[config.mk]
export PLATFORM = sky130hd
export DESIGN_NAME = humidity_temperature_sensor_reader_core
export DESIGN_NICKNAME = d
export VERILOG_FILES = /design/src/rtl/core/hts_pkg.sv /design/src/rtl/core/humidity_temperature_sensor_reader_core.sv
export SDC_FILE = /design/constraint.sdc
export NUM_CORES = 1
export LEC_CHECK = 0
export ABC_AREA = 1
export BUFFER_PORTS_ARGS = -buffer_cell sky130_fd_sc_hd__buf_2
export CORE_MARGIN = 3
export CORE_UTILIZATION = 60
export CTS_CLUSTER_DIAMETER = 50
export DETAILED_ROUTE_END_ITERATION = 12
export GPL_TIMING_DRIVEN = 1
export PLACE_DENSITY = 0.75
export SLEW_MARGIN = 30
export SYNTH_ARGS = -nofsm -noshare
export SYNTH_HDL_FRONTEND = slang
export SYNTH_SLANG_ARGS = --single-unit
[constraint.sdc]
create_clock -name i_clk -period 7.38 [get_ports i_clk]
set_input_delay 2.214 -clock i_clk [delete_from_list [all_inputs] [get_ports i_clk]]
set_output_delay 2.214 -clock i_clk [all_outputs]
set_load 0.005 [all_outputs]
[src/rtl/core/hts_pkg.sv]
// Package: codes, constants, result word type and helpers of the humidity/temperature reader
`default_nettype none
package hts_pkg;

    localparam int S_TDATA_W = 16;
    localparam int M_TDATA_W = 88;
    localparam int CFG_DATA_W = 10;
    localparam int QDEPTH = 4;
    localparam int FRAME_BYTES = 5;

    typedef enum logic [2:0] {
        ACT_TICK     = 3'd0,
        ACT_CALIB    = 3'd1,
        ACT_MEASURE  = 3'd2,
        ACT_WR_DONE  = 3'd3,
        ACT_RD_BYTE  = 3'd4
    } t_action;

    localparam logic [1:0] KIND_WRITE  = 2'd0;
    localparam logic [1:0] KIND_READ   = 2'd1;
    localparam logic [1:0] KIND_REPORT = 2'd2;

    localparam logic [2:0] ST_OK        = 3'd0;
    localparam logic [2:0] ST_WR_FAIL   = 3'd1;
    localparam logic [2:0] ST_RD_FAIL   = 3'd2;
    localparam logic [2:0] ST_TIMEOUT   = 3'd3;
    localparam logic [2:0] ST_BUSY      = 3'd4;
    localparam logic [2:0] ST_NOT_CALIB = 3'd5;

    localparam logic [1:0] CFG_CAL_WAIT  = 2'd0;
    localparam logic [1:0] CFG_MEAS_WAIT = 2'd1;
    localparam logic [1:0] CFG_POLL_LIM  = 2'd2;
    localparam logic [1:0] CFG_POLL_INT  = 2'd3;

    localparam logic [9:0] RST_CAL_WAIT  = 10'd40;
    localparam logic [9:0] RST_MEAS_WAIT = 10'd80;
    localparam logic [7:0] RST_POLL_LIM  = 8'd100;
    localparam logic [7:0] RST_POLL_INT  = 8'd1;

    localparam logic [7:0] CMD_CALIB   = 8'hE1;
    localparam logic [7:0] CMD_CAL_ARG = 8'h08;
    localparam logic [7:0] CMD_MEASURE = 8'hAC;
    localparam logic [7:0] CMD_MEAS_ARG = 8'h33;
    localparam logic [7:0] CMD_ZERO    = 8'h00;

    localparam logic [2:0] RD_LEN_STATUS = 3'd1;
    localparam logic [2:0] RD_LEN_FRAME  = 3'd6;

    localparam logic [13:0] HUM_SCALE  = 14'd10000;
    localparam logic [14:0] TEMP_SCALE = 15'd20000;
    localparam logic signed [14:0] TEMP_OFFSET = 15'sd5000;

    typedef struct packed {
        logic [1:0]         kind;
        logic [7:0]         write_byte;
        logic [2:0]         read_length;
        logic               last;
        logic [2:0]         status;
        logic [13:0]        humidity_centi;
        logic signed [14:0] temperature_centi;
        logic [19:0]        raw_humidity;
        logic [19:0]        raw_temperature;
    } t_result;

    function automatic t_result f_write(input logic [7:0] b, input logic lst);
        t_result r;
        r = '0;
        r.kind = KIND_WRITE;
        r.write_byte = b;
        r.last = lst;
        return r;
    endfunction

    function automatic t_result f_read(input logic [2:0] len);
        t_result r;
        r = '0;
        r.kind = KIND_READ;
        r.read_length = len;
        return r;
    endfunction

    function automatic t_result f_report(input logic [2:0] st);
        t_result r;
        r = '0;
        r.kind = KIND_REPORT;
        r.status = st;
        return r;
    endfunction

endpackage
`default_nettype wire

[src/rtl/core/humidity_temperature_sensor_reader_core.sv]
// Top level: event sequencer for the humidity/temperature sensor with result word queue
// Result words caused by an accepted event word are registered into the queue and offered in order.
// Throughput: one event word per cycle while the four-entry result queue holds at most
// one word; a command request queues three write words, drained one per cycle while i_m_tready is high.
// Reset: synchronous active low; phase idle, counters zero, registers to defaults,
// queue empty. Frame bytes are not reset.
`default_nettype none
module humidity_temperature_sensor_reader_core (
    input  wire logic                           i_clk,
    input  wire logic                           i_rst_n,
    input  wire logic                           i_s_tvalid,
    output logic                                o_s_tready,
    input  wire logic [hts_pkg::S_TDATA_W-1:0]  i_s_tdata,   // bus_error, read_byte[7:0]
    input  wire logic [2:0]                     i_s_tuser,   // action
    output logic                                o_m_tvalid,
    input  wire logic                           i_m_tready,
    output logic [hts_pkg::M_TDATA_W-1:0]       o_m_tdata,   // write_byte, read_length,
                                                             // status, humidity_centi,
                                                             // temperature_centi,
                                                             // raw_humidity, raw_temperature
    output logic [1:0]                          o_m_tuser,   // kind
    output logic                                o_m_tlast,
    input  wire logic                           i_cfg_valid,
    output logic                                o_cfg_ready,
    input  wire logic [1:0]                     i_cfg_index,
    input  wire logic [hts_pkg::CFG_DATA_W-1:0] i_cfg_data
);
    import hts_pkg::*;

    typedef enum logic [2:0] {
        PH_IDLE, PH_CMD_WRITE, PH_CMD_WAIT, PH_STATUS_READ,
        PH_POLL_READ, PH_POLL_WAIT, PH_DATA_READ
    } t_phase;

    t_phase      r_phase, n_phase;
    logic        r_doing_measure, n_doing_measure;
    logic [9:0]  r_wait_count, n_wait_count;
    logic [7:0]  r_poll_count, n_poll_count;
    logic [2:0]  r_byte_index, n_byte_index;
    logic [9:0]  r_cal_wait, r_meas_wait;
    logic [7:0]  r_poll_limit, r_poll_int;
    logic [7:0]  r_frame [FRAME_BYTES];

    t_result     r_q [QDEPTH];
    logic [1:0]  r_wr_ptr, r_rd_ptr;
    logic [2:0]  r_count;

    logic        w_accept, w_pop, w_frame_we;
    t_action     w_action;
    logic        w_err;
    logic [7:0]  w_rb;
    t_result     w_res [3];
    logic [1:0]  w_nres;
    logic        v_wait_done, v_poll;
    logic [7:0]  v_pc;
    logic [9:0]  v_wc;

    logic [19:0] w_rh, w_rt;
    logic [33:0] w_hprod;
    logic [34:0] w_tprod;
    t_result     w_meas;

    assign w_accept = i_s_tvalid && o_s_tready;
    assign w_pop    = o_m_tvalid && i_m_tready;
    assign w_action = t_action'(i_s_tuser);
    assign w_err    = i_s_tdata[0];
    assign w_rb     = w_err ? 8'h00 : i_s_tdata[8:1];

    assign o_s_tready  = (r_count <= 3'd1);
    assign o_m_tvalid  = (r_count != 3'd0);
    assign o_cfg_ready = 1'b1;

    // frame unpack and scaling to hundredths
    assign w_rh    = {r_frame[1], r_frame[2], r_frame[3][7:4]};
    assign w_rt    = {r_frame[3][3:0], r_frame[4], w_rb};
    assign w_hprod = 34'(w_rh) * 34'(HUM_SCALE);
    assign w_tprod = 35'(w_rt) * 35'(TEMP_SCALE);

    always_comb begin
        w_meas = f_report(ST_OK);
        w_meas.humidity_centi    = w_hprod[33:20];
        w_meas.temperature_centi = signed'(w_tprod[34:20]) - TEMP_OFFSET;
        w_meas.raw_humidity      = w_rh;
        w_meas.raw_temperature   = w_rt;
    end

    always_comb begin
        n_phase         = r_phase;
        n_doing_measure = r_doing_measure;
        n_wait_count    = r_wait_count;
        n_poll_count    = r_poll_count;
        n_byte_index    = r_byte_index;
        w_frame_we      = 1'b0;
        w_res[0]        = '0;
        w_res[1]        = '0;
        w_res[2]        = '0;
        w_nres          = 2'd0;
        v_wait_done     = 1'b0;
        v_poll          = 1'b0;
        v_pc            = r_poll_count;
        v_wc            = r_wait_count;

        unique case (w_action)
            ACT_TICK: begin
                if (r_phase == PH_CMD_WAIT || r_phase == PH_POLL_WAIT) begin
                    v_wc = (r_wait_count != 10'd0) ? r_wait_count - 10'd1 : 10'd0;
                    n_wait_count = v_wc;
                    if (v_wc == 10'd0) begin
                        if (r_phase == PH_CMD_WAIT) begin
                            v_wait_done = 1'b1;
                        end else begin
                            v_poll = 1'b1;
                        end
                    end
                end
            end
            ACT_CALIB, ACT_MEASURE: begin
                if (r_phase == PH_IDLE) begin
                    n_doing_measure = (w_action == ACT_MEASURE);
                    n_phase  = PH_CMD_WRITE;
                    w_res[0] = f_write((w_action == ACT_MEASURE) ? CMD_MEASURE : CMD_CALIB,
                                       1'b0);
                    w_res[1] = f_write((w_action == ACT_MEASURE) ? CMD_MEAS_ARG : CMD_CAL_ARG,
                                       1'b0);
                    w_res[2] = f_write(CMD_ZERO, 1'b1);
                    w_nres   = 2'd3;
                end
            end
            ACT_WR_DONE: begin
                if (r_phase == PH_CMD_WRITE) begin
                    if (w_err) begin
                        n_phase  = PH_IDLE;
                        w_res[0] = f_report(ST_WR_FAIL);
                        w_nres   = 2'd1;
                    end else begin
                        v_wc = r_doing_measure ? r_meas_wait : r_cal_wait;
                        n_wait_count = v_wc;
                        if (v_wc == 10'd0) begin
                            v_wait_done = 1'b1;
                        end else begin
                            n_phase = PH_CMD_WAIT;
                        end
                    end
                end
            end
            ACT_RD_BYTE: begin
                unique case (r_phase)
                    PH_STATUS_READ: begin
                        n_phase  = PH_IDLE;
                        w_res[0] = f_report(w_rb[3] ? ST_OK : ST_NOT_CALIB);
                        w_nres   = 2'd1;
                    end
                    PH_POLL_READ: begin
                        if (!w_rb[7]) begin
                            n_phase      = PH_DATA_READ;
                            n_byte_index = 3'd0;
                            w_res[0]     = f_read(RD_LEN_FRAME);
                            w_nres       = 2'd1;
                        end else begin
                            v_pc = (r_poll_count != 8'hFF) ? r_poll_count + 8'd1 : r_poll_count;
                            n_poll_count = v_pc;
                            if (r_poll_int == 8'd0) begin
                                v_poll = 1'b1;
                            end else begin
                                n_wait_count = 10'(r_poll_int);
                                n_phase      = PH_POLL_WAIT;
                            end
                        end
                    end
                    PH_DATA_READ: begin
                        if (w_err) begin
                            n_phase  = PH_IDLE;
                            w_res[0] = f_report(ST_RD_FAIL);
                            w_nres   = 2'd1;
                        end else if (r_byte_index < 3'(FRAME_BYTES)) begin
                            w_frame_we   = 1'b1;
                            n_byte_index = r_byte_index + 3'd1;
                        end else if (r_frame[0][7]) begin
                            n_phase  = PH_IDLE;
                            w_res[0] = f_report(ST_BUSY);
                            w_nres   = 2'd1;
                        end else begin
                            n_phase  = PH_IDLE;
                            w_res[0] = w_meas;
                            w_nres   = 2'd1;
                        end
                    end
                    default: begin
                    end
                endcase
            end
            default: begin
            end
        endcase

        if (v_wait_done) begin
            if (r_doing_measure) begin
                v_pc         = 8'd0;
                n_poll_count = 8'd0;
                v_poll       = 1'b1;
            end else begin
                n_phase  = PH_STATUS_READ;
                w_res[0] = f_read(RD_LEN_STATUS);
                w_nres   = 2'd1;
            end
        end

        if (v_poll) begin
            if (v_pc >= r_poll_limit) begin
                n_phase  = PH_IDLE;
                w_res[0] = f_report(ST_TIMEOUT);
            end else begin
                n_phase  = PH_POLL_READ;
                w_res[0] = f_read(RD_LEN_STATUS);
            end
            w_nres = 2'd1;
        end
    end

    always_ff @(posedge i_clk) begin
        if (!i_rst_n) begin
            r_phase         <= PH_IDLE;
            r_doing_measure <= 1'b0;
            r_wait_count    <= '0;
            r_poll_count    <= '0;
            r_byte_index    <= '0;
            r_cal_wait      <= RST_CAL_WAIT;
            r_meas_wait     <= RST_MEAS_WAIT;
            r_poll_limit    <= RST_POLL_LIM;
            r_poll_int      <= RST_POLL_INT;
            r_wr_ptr        <= '0;
            r_rd_ptr        <= '0;
            r_count         <= '0;
        end else begin
            if (w_accept) begin
                r_phase         <= n_phase;
                r_doing_measure <= n_doing_measure;
                r_wait_count    <= n_wait_count;
                r_poll_count    <= n_poll_count;
                r_byte_index    <= n_byte_index;
                r_wr_ptr        <= r_wr_ptr + w_nres;
            end
            if (w_pop) begin
                r_rd_ptr <= r_rd_ptr + 2'd1;
            end
            r_count <= r_count + (w_accept ? 3'(w_nres) : 3'd0) - (w_pop ? 3'd1 : 3'd0);
            if (i_cfg_valid && o_cfg_ready) begin
                unique case (i_cfg_index)
                    CFG_CAL_WAIT:  r_cal_wait   <= i_cfg_data;
                    CFG_MEAS_WAIT: r_meas_wait  <= i_cfg_data;
                    CFG_POLL_LIM:  r_poll_limit <= i_cfg_data[7:0];
                    CFG_POLL_INT:  r_poll_int   <= i_cfg_data[7:0];
                endcase
            end
        end
    end

    // payload storage, no reset
    always_ff @(posedge i_clk) begin
        if (w_accept && w_frame_we) begin
            r_frame[r_byte_index] <= w_rb;
        end
        if (w_accept) begin
            for (int k = 0; k < 3; k++) begin
                if (2'(k) < w_nres) begin
                    r_q[r_wr_ptr + 2'(k)] <= w_res[k];
                end
            end
        end
    end

    assign o_m_tuser = r_q[r_rd_ptr].kind;
    assign o_m_tlast = r_q[r_rd_ptr].last;
    assign o_m_tdata = {5'b0,
                        r_q[r_rd_ptr].raw_temperature,
                        r_q[r_rd_ptr].raw_humidity,
                        r_q[r_rd_ptr].temperature_centi,
                        r_q[r_rd_ptr].humidity_centi,
                        r_q[r_rd_ptr].status,
                        r_q[r_rd_ptr].read_length,
                        r_q[r_rd_ptr].write_byte};

    a_count_bound: assert property (@(posedge i_clk) disable iff (!i_rst_n)
        r_count <= 3'(QDEPTH))
        else $error("result queue overfilled");

    a_pop_drains: assert property (@(posedge i_clk) disable iff (!i_rst_n)
        (w_pop && !w_accept) |=> (r_count == $past(r_count) - 3'd1))
        else $error("queue count not reduced on pop");

    a_byte_index: assert property (@(posedge i_clk) disable iff (!i_rst_n)
        r_byte_index <= 3'(FRAME_BYTES))
        else $error("frame byte index out of range");

    a_wait_live: assert property (@(posedge i_clk) disable iff (!i_rst_n)
        (r_phase == PH_CMD_WAIT || r_phase == PH_POLL_WAIT) |-> (r_wait_count != 10'd0))
        else $error("waiting with an expired count");

endmodule
`default_nettype wire
==> results of run 1 <==
## through the flow
stage | total power, W | hold WS [ps] | instances | utilization
2_1_floorplan | 0.00432 | 414 | 3506 | -
3_3_place_gp | 0.00491 | 425 | 4040 | 0.639
3_5_place_dp | 0.00498 | 432 | 4040 | 0.639
4_1_cts | 0.00756 | 447 | 4130 | 0.681
5_1_grt | 0.00797 | 467 | 4130 | 0.681
6_report | 0.00755 | 443 | 4130 | 0.681
## worst paths after layout
path / start / end / slack, ps / depth (start not counted)
worst min register to register: r_q[2][83] / r_q[2][83] / 440 / 2
worst min-delay path: r_q[2][83] / r_q[2][83] / 440 / 2
worst max register to register: r_frame[4][0] / r_q[0][49] / 1820 / 30
worst max-delay path: i_s_tdata[0] / r_q[0][49] / 510 / 31
## flip-flops by register name, indices dropped and copies added, names as in the netlist, 3 cells and up, named ones only
register and flops:
r_phase 3, r_byte_index 3, r_poll_count 8, r_poll_int 8, r_frame 33, r_count 3, r_q 336, r_cal_wait 10
r_poll_limit 8, r_wait_count 10, r_meas_wait 10
## critical path, delay by kind of cell
family                     cells  cell delay (ps)
and+or+nand+nor               13             1420
xor gates and xnor gates       1              150
buffers and inverters          8              950
adders and majority gates      7             2310
AOI/OAI and AO/OA              2              370
## final cells by class
cell class	count	area (sq um)	share of cell area
Clock buffer	65	1370	0.0485
Sequential cell	439	9160	0.325
Multi-Input combinational cell	2387	13700	0.488
Inverter	526	1980	0.0701
Tap cell	532	666	0.0236
Clock inverter	25	355	0.0126
Timing Repair Buffer	156	910	0.0323
## cells by family (layout without fill, tap and decap cells)
family / Yosys count / in the layout / share of synthesized area
adders and majority gates: 269 / 269 / 0.158
other: 2 / 6 / 0.000294
DFF: 439 / 439 / 0.359
muxes: 4 / 4 / 0.00157
and+or+nand+nor: 1326 / 1326 / 0.209
xor gates and xnor gates: 14 / 14 / 0.00480
AOI/OAI and AO/OA: 768 / 768 / 0.162
buffers and inverters: 680 / 772 / 0.105
## power by group
part	internal [W]	switching [W]
Clock	0.00153	0.00104
Sequential	0.00273	0.000199
Combinational	0.000711	0.00134
Total	0.00497	0.00258
## cell usage in the layout (no fill, tap or decap), types with 6 or more instances in the layout
master / synthesis / layout
bufinv_16: 0 / 6
conb_1: 2 / 6
ha_1: 180 / 180
nand4_1: 33 / 33
o22ai_1: 119 / 119
o21ai_0: 345 / 345
nor2_1: 367 / 366
o21bai_1: 9 / 9
buf_4: 11 / 37
clkbuf_16: 0 / 50
edfxtp_1: 37 / 37
dfxtp_1: 402 / 400
nand3_1: 85 / 84
clkbuf_1: 105 / 9
clkbuf_8: 0 / 6
inv_2: 7 / 8
a21oi_1: 190 / 190
a211oi_1: 9 / 9
clkinv_2: 0 / 7
buf_2: 29 / 116
inv_1: 516 / 515
o211ai_1: 9 / 9
xor2_1: 7 / 7
nor3_1: 26 / 23
xnor2_1: 7 / 7
fa_1: 89 / 89
o21ai_1: 58 / 58
nand2_1: 782 / 782
o21a_1: 6 / 6
## layer usage
layer,up-vias,share of wire,GRT usage
met5,-,0,0
met4,0,0.035,0.122
met3,147,0.071,0.0428
met2,885,0.47,0.544
met1,11036,0.42,0.425
li1,11397,-,-
==> impl_metrics.py, run 1 <==
metrics = {
    "placed_design": {
        "dp_hpwl_um": 49200,
        "numPortBuffers": 116,
        "place_area_sq_um": 26500,
        "gp_congestion": 0.935,
        "pre_cts_slack_ps": -81.5,
    },
    "layout": {
        "drive_above_1_share": 0.0775,
        "final_nets": 3863,
        "syn_to_final_growth_pct": 10.4,
        "fillers": 3522,
        "postLayoutCellArea_sq_um": 28200,
        "diodes": 0,
    },
    "hold_path": {
        "hp-class": "reg2reg",
    },
    "sta": {
        "worst_slew_pin_slew_ps": 979,
        "relSlewSlack": 0.347,
        "setup_viol": 0,
        "max_freq_mhz": 146,
        "slew_violations": 0,
        "min_period_ps": 6870,
        "setup_tns_ps": 0,
        "grt_setup_unrepaired": "false",
        "skew_ps": 36.7,
        "finalCritPeriodShare": 0.931,
        "worst_slack_ps": 512,
        "finalHoldViolations": 0,
    },
    "die": {
        "start_util": 0.617,
        "rows": 74,
        "die_y_um": 212,
        "io_pins": 130,
        "die_w_um": 212,
        "core_sq_um": 41400,
        "dieArea_sq_um": 45100,
    },
    "run_status": {
        "status": "finished clean",
    },
    "synthesis": {
        "yosys_warnings": 0,
        "async_reset_ff_frac": 0,
        "synth-edff-count": 37,
        "avgSynthCellArea_sq_um": 7.29,
        "ys.flop_type": "dfxtp_1",
        "ys_ff_latch": 439,
        "yosysTopAreaCell": "dfxtp_1",
        "yosysUniqueCellTypes": 53,
        "synth_common_cells": "nand2_1, inv_1, dfxtp_1, nor2_1, o21ai_0",
        "synth_top_area_share": 0.315,
        "syn-cell-area_sq_um": 25500,
        "yosysSeqAreaShare": 0.359,
        "postSynthCellCount": 3502,
        "yosysMostFrequentCell": "nand2_1",
        "synth_area_leaders": "dfxtp_1, nand2_1, ha_1",
    },
    "setup_path": {
        "critPathArrivalTime_ps": 7430,
        "start_kind": "input port",
        "cp_slowest_cell": "fa_1",
        "critPathKind": "in2reg",
        "slowest_delay_ps": 500,
        "required_ps": 7940,
        "endpoint_kind": "flop",
        "crit_fanout": 8,
        "crit_path_frequent_cell": "nand2_1",
    },
    "clocking": {
        "clockBufferDepth": 3,
        "cts_root_buffer": "clkbuf_16",
        "cts_resized": 0,
        "cts_buffers": 48,
        "h-tree-depth": 2,
        "hold_buffers": 0,
        "cts_tree": "built",
        "postCtsSetupBuffers": 0,
        "cts.sinks": 439,
        "clkTransAtPathRegs_ps": 60,
        "clk_latency_ps": 620,
    },
    "detailed_routing": {
        "post_drt_wl_per_cell_um": 17.5,
        "final_antenna_net_count": 0,
        "routed_wl_um": 72400,
        "num_vias": 23465,
        "drc": 0,
        "drtPass1Iterations": 6,
        "drt_iter0_markers": 1969,
        "vias_per_cell": 5.68,
    },
    "global_route": {
        "grt_pass1_vias": 23114,
        "grt_usage": 0.322,
        "antenna_found_initial": 0,
        "grt_pass1_wl_um": 118000,
        "grt.overflow.total": 0,
        "grt_max_degree": 91,
    },
    "power": {
        "power.density_nw_per_um2": 268,
        "leakagePower_nw": 13.5,
        "peakVddDrop_mv": 0.279,
    },
    "job": {
        "cap_violations": 0,
    },
}
Power figures use the tool's default switching activity.
==> run 2: changes to the inputs <==
CTS_CLUSTER_DIAMETER = default   (was 50)
clock period = 6.6 ns   (was 7.38 ns; I/O delays follow)
==> run 2 against run 1 <==
Against the previous run:
- non-clock buffer count grew 61
- global-route usage decreased by 0.27 points
- flip-flop and latch count did not move
- via count up 0.72%
- setup slack worse by 180 ps
- largest cell class unchanged
==> impl_metrics.py, run 2 (synthesis results as in run 1) <==
metrics = {
    "detailed_routing": {
        "drt_iter0_markers": 1972,
        "drtPass1Iterations": 6,
        "routed_wl_um": 72000,
        "num_vias": 23634,
        "post_drt_wl_per_cell_um": 17.2,
        "final_antenna_net_count": 0,
        "drc": 0,
        "vias_per_cell": 5.64,
    },
    "sta": {
        "setup_tns_ps": 0,
        "grt_setup_unrepaired": "false",
        "worst_slew_pin_slew_ps": 932,
        "finalHoldViolations": 0,
        "setup_viol": 0,
        "slew_violations": 0,
        "max_freq_mhz": 160,
        "skew_ps": 28.3,
        "relSlewSlack": 0.378,
        "min_period_ps": 6270,
        "worst_slack_ps": 333,
        "finalCritPeriodShare": 0.950,
    },
    "setup_path": {
        "critPathKind": "in2reg",
        "crit_family": "adder cells",
        "start_kind": "input port",
        "cp_slowest_cell": "fa_1",
        "critPathArrivalTime_ps": 6780,
        "endpoint_kind": "flop",
        "required_ps": 7120,
        "crit_fanout": 9,
        "critPathBufInv": 11,
        "slowest_delay_ps": 500,
    },
    "die": {
        "start_util": 0.617,
        "rows": 74,
        "core_sq_um": 41400,
        "die_y_um": 212,
        "io_pins": 130,
        "dieArea_sq_um": 45100,
        "die_w_um": 212,
    },
    "global_route": {
        "antenna_found_initial": 0,
        "grt_max_degree": 91,
        "grt_pass1_wl_um": 116000,
        "grt_usage": 0.320,
        "grt.overflow.total": 0,
        "grt_pass1_vias": 23138,
    },
    "layout": {
        "diodes": 0,
        "drive_above_1_share": 0.0966,
        "largestRegisters": "r_q (336), r_frame (33)",
        "fillers": 3512,
        "mostFrequentLayoutCells": "nand2_1, inv_1, dfxtp_1",
        "layout_commonest_cell": "nand2_1",
        "top_register": "r_q",
        "largest_reg_flops": 336,
        "final_nets": 3922,
        "syn_to_final_growth_pct": 11.9,
    },
    "clocking": {
        "cts_tree": "built",
        "cts_root_buffer": "clkbuf_16",
        "cts_buffers": 46,
        "cts.sinks": 439,
        "clockBufferDepth": 3,
        "h-tree-depth": 2,
        "clkTransAtPathRegs_ps": 60,
        "hold_buffers": 0,
        "clk_latency_ps": 600,
    },
    "power": {
        "power_w": 0.00836,
        "peakVddDrop_mv": 0.242,
        "power.density_nw_per_um2": 292,
        "leakagePower_nw": 13.7,
    },
    "placed_design": {
        "gp_congestion": 0.953,
        "numPortBuffers": 116,
        "pre_cts_slack_ps": -449,
        "dp_hpwl_um": 50000,
    },
    "run_status": {
        "status": "finished clean",
    },
    "hold_path": {
        "hp-class": "reg2reg",
    },
    "job": {
        "cap_violations": 0,
    },
}
run 2: final timing paths:
check,end,start,cells past startpoint,slack [ps]
max,r_q[3][47],i_s_tdata[0],32,330
min,r_q[2][65],r_q[2][65],2,440
max reg2reg,r_q[3][47],r_frame[4][3],27,1330
min reg2reg,r_q[2][65],r_q[2][65],2,440
run 2: cell type report:
cell class | count | area, sq um | area share
Multi-Input combinational cell | 2387 | 13800 | 0.484
Clock buffer | 64 | 1320 | 0.0461
Sequential cell | 439 | 9160 | 0.321
Inverter | 526 | 1980 | 0.0692
Tap cell | 532 | 666 | 0.0233
Timing Repair Buffer | 217 | 1380 | 0.0483
Clock inverter | 22 | 241 | 0.00845
run 2: tightest hold or removal path, delay by kind of cell, from the launching register on:
family	cells	cell delay, ps
flops	1	320
simple gates	2	90
run 2: timing repair:
item,CTS,global route
setup endpoints to repair,0,30
gates resized for setup,0,21
setup buffers,0,1
run 2: where the power goes:
part	switching [W]	internal [W]	leakage [nW]
Combinational	0.00152	0.000905	9.35
Sequential	0.000232	0.00305	3.61
Clock	0.00112	0.00153	0.764
Total	0.00287	0.00549	13.7
run 2: routing by layer:
| layer | part of all wire | global-route usage |
|---|---|---|
| met1 | 0.43 | 0.414 |
| met2 | 0.48 | 0.557 |
| met3 | 0.067 | 0.0454 |
| met4 | 0.026 | 0.0975 |
| met5 | 0 | 0 |
run 2: through the flow:
step,cells,area [sq um],hold WS [ps],utilization
final,4187,28600,444,0.691
after global routing,4187,28600,458,0.691
after CTS,4186,28500,446,0.688
after detailed placement,4100,26900,430,0.650
after global placement,4100,26900,424,0.650
after floorplan,3506,25600,414,-
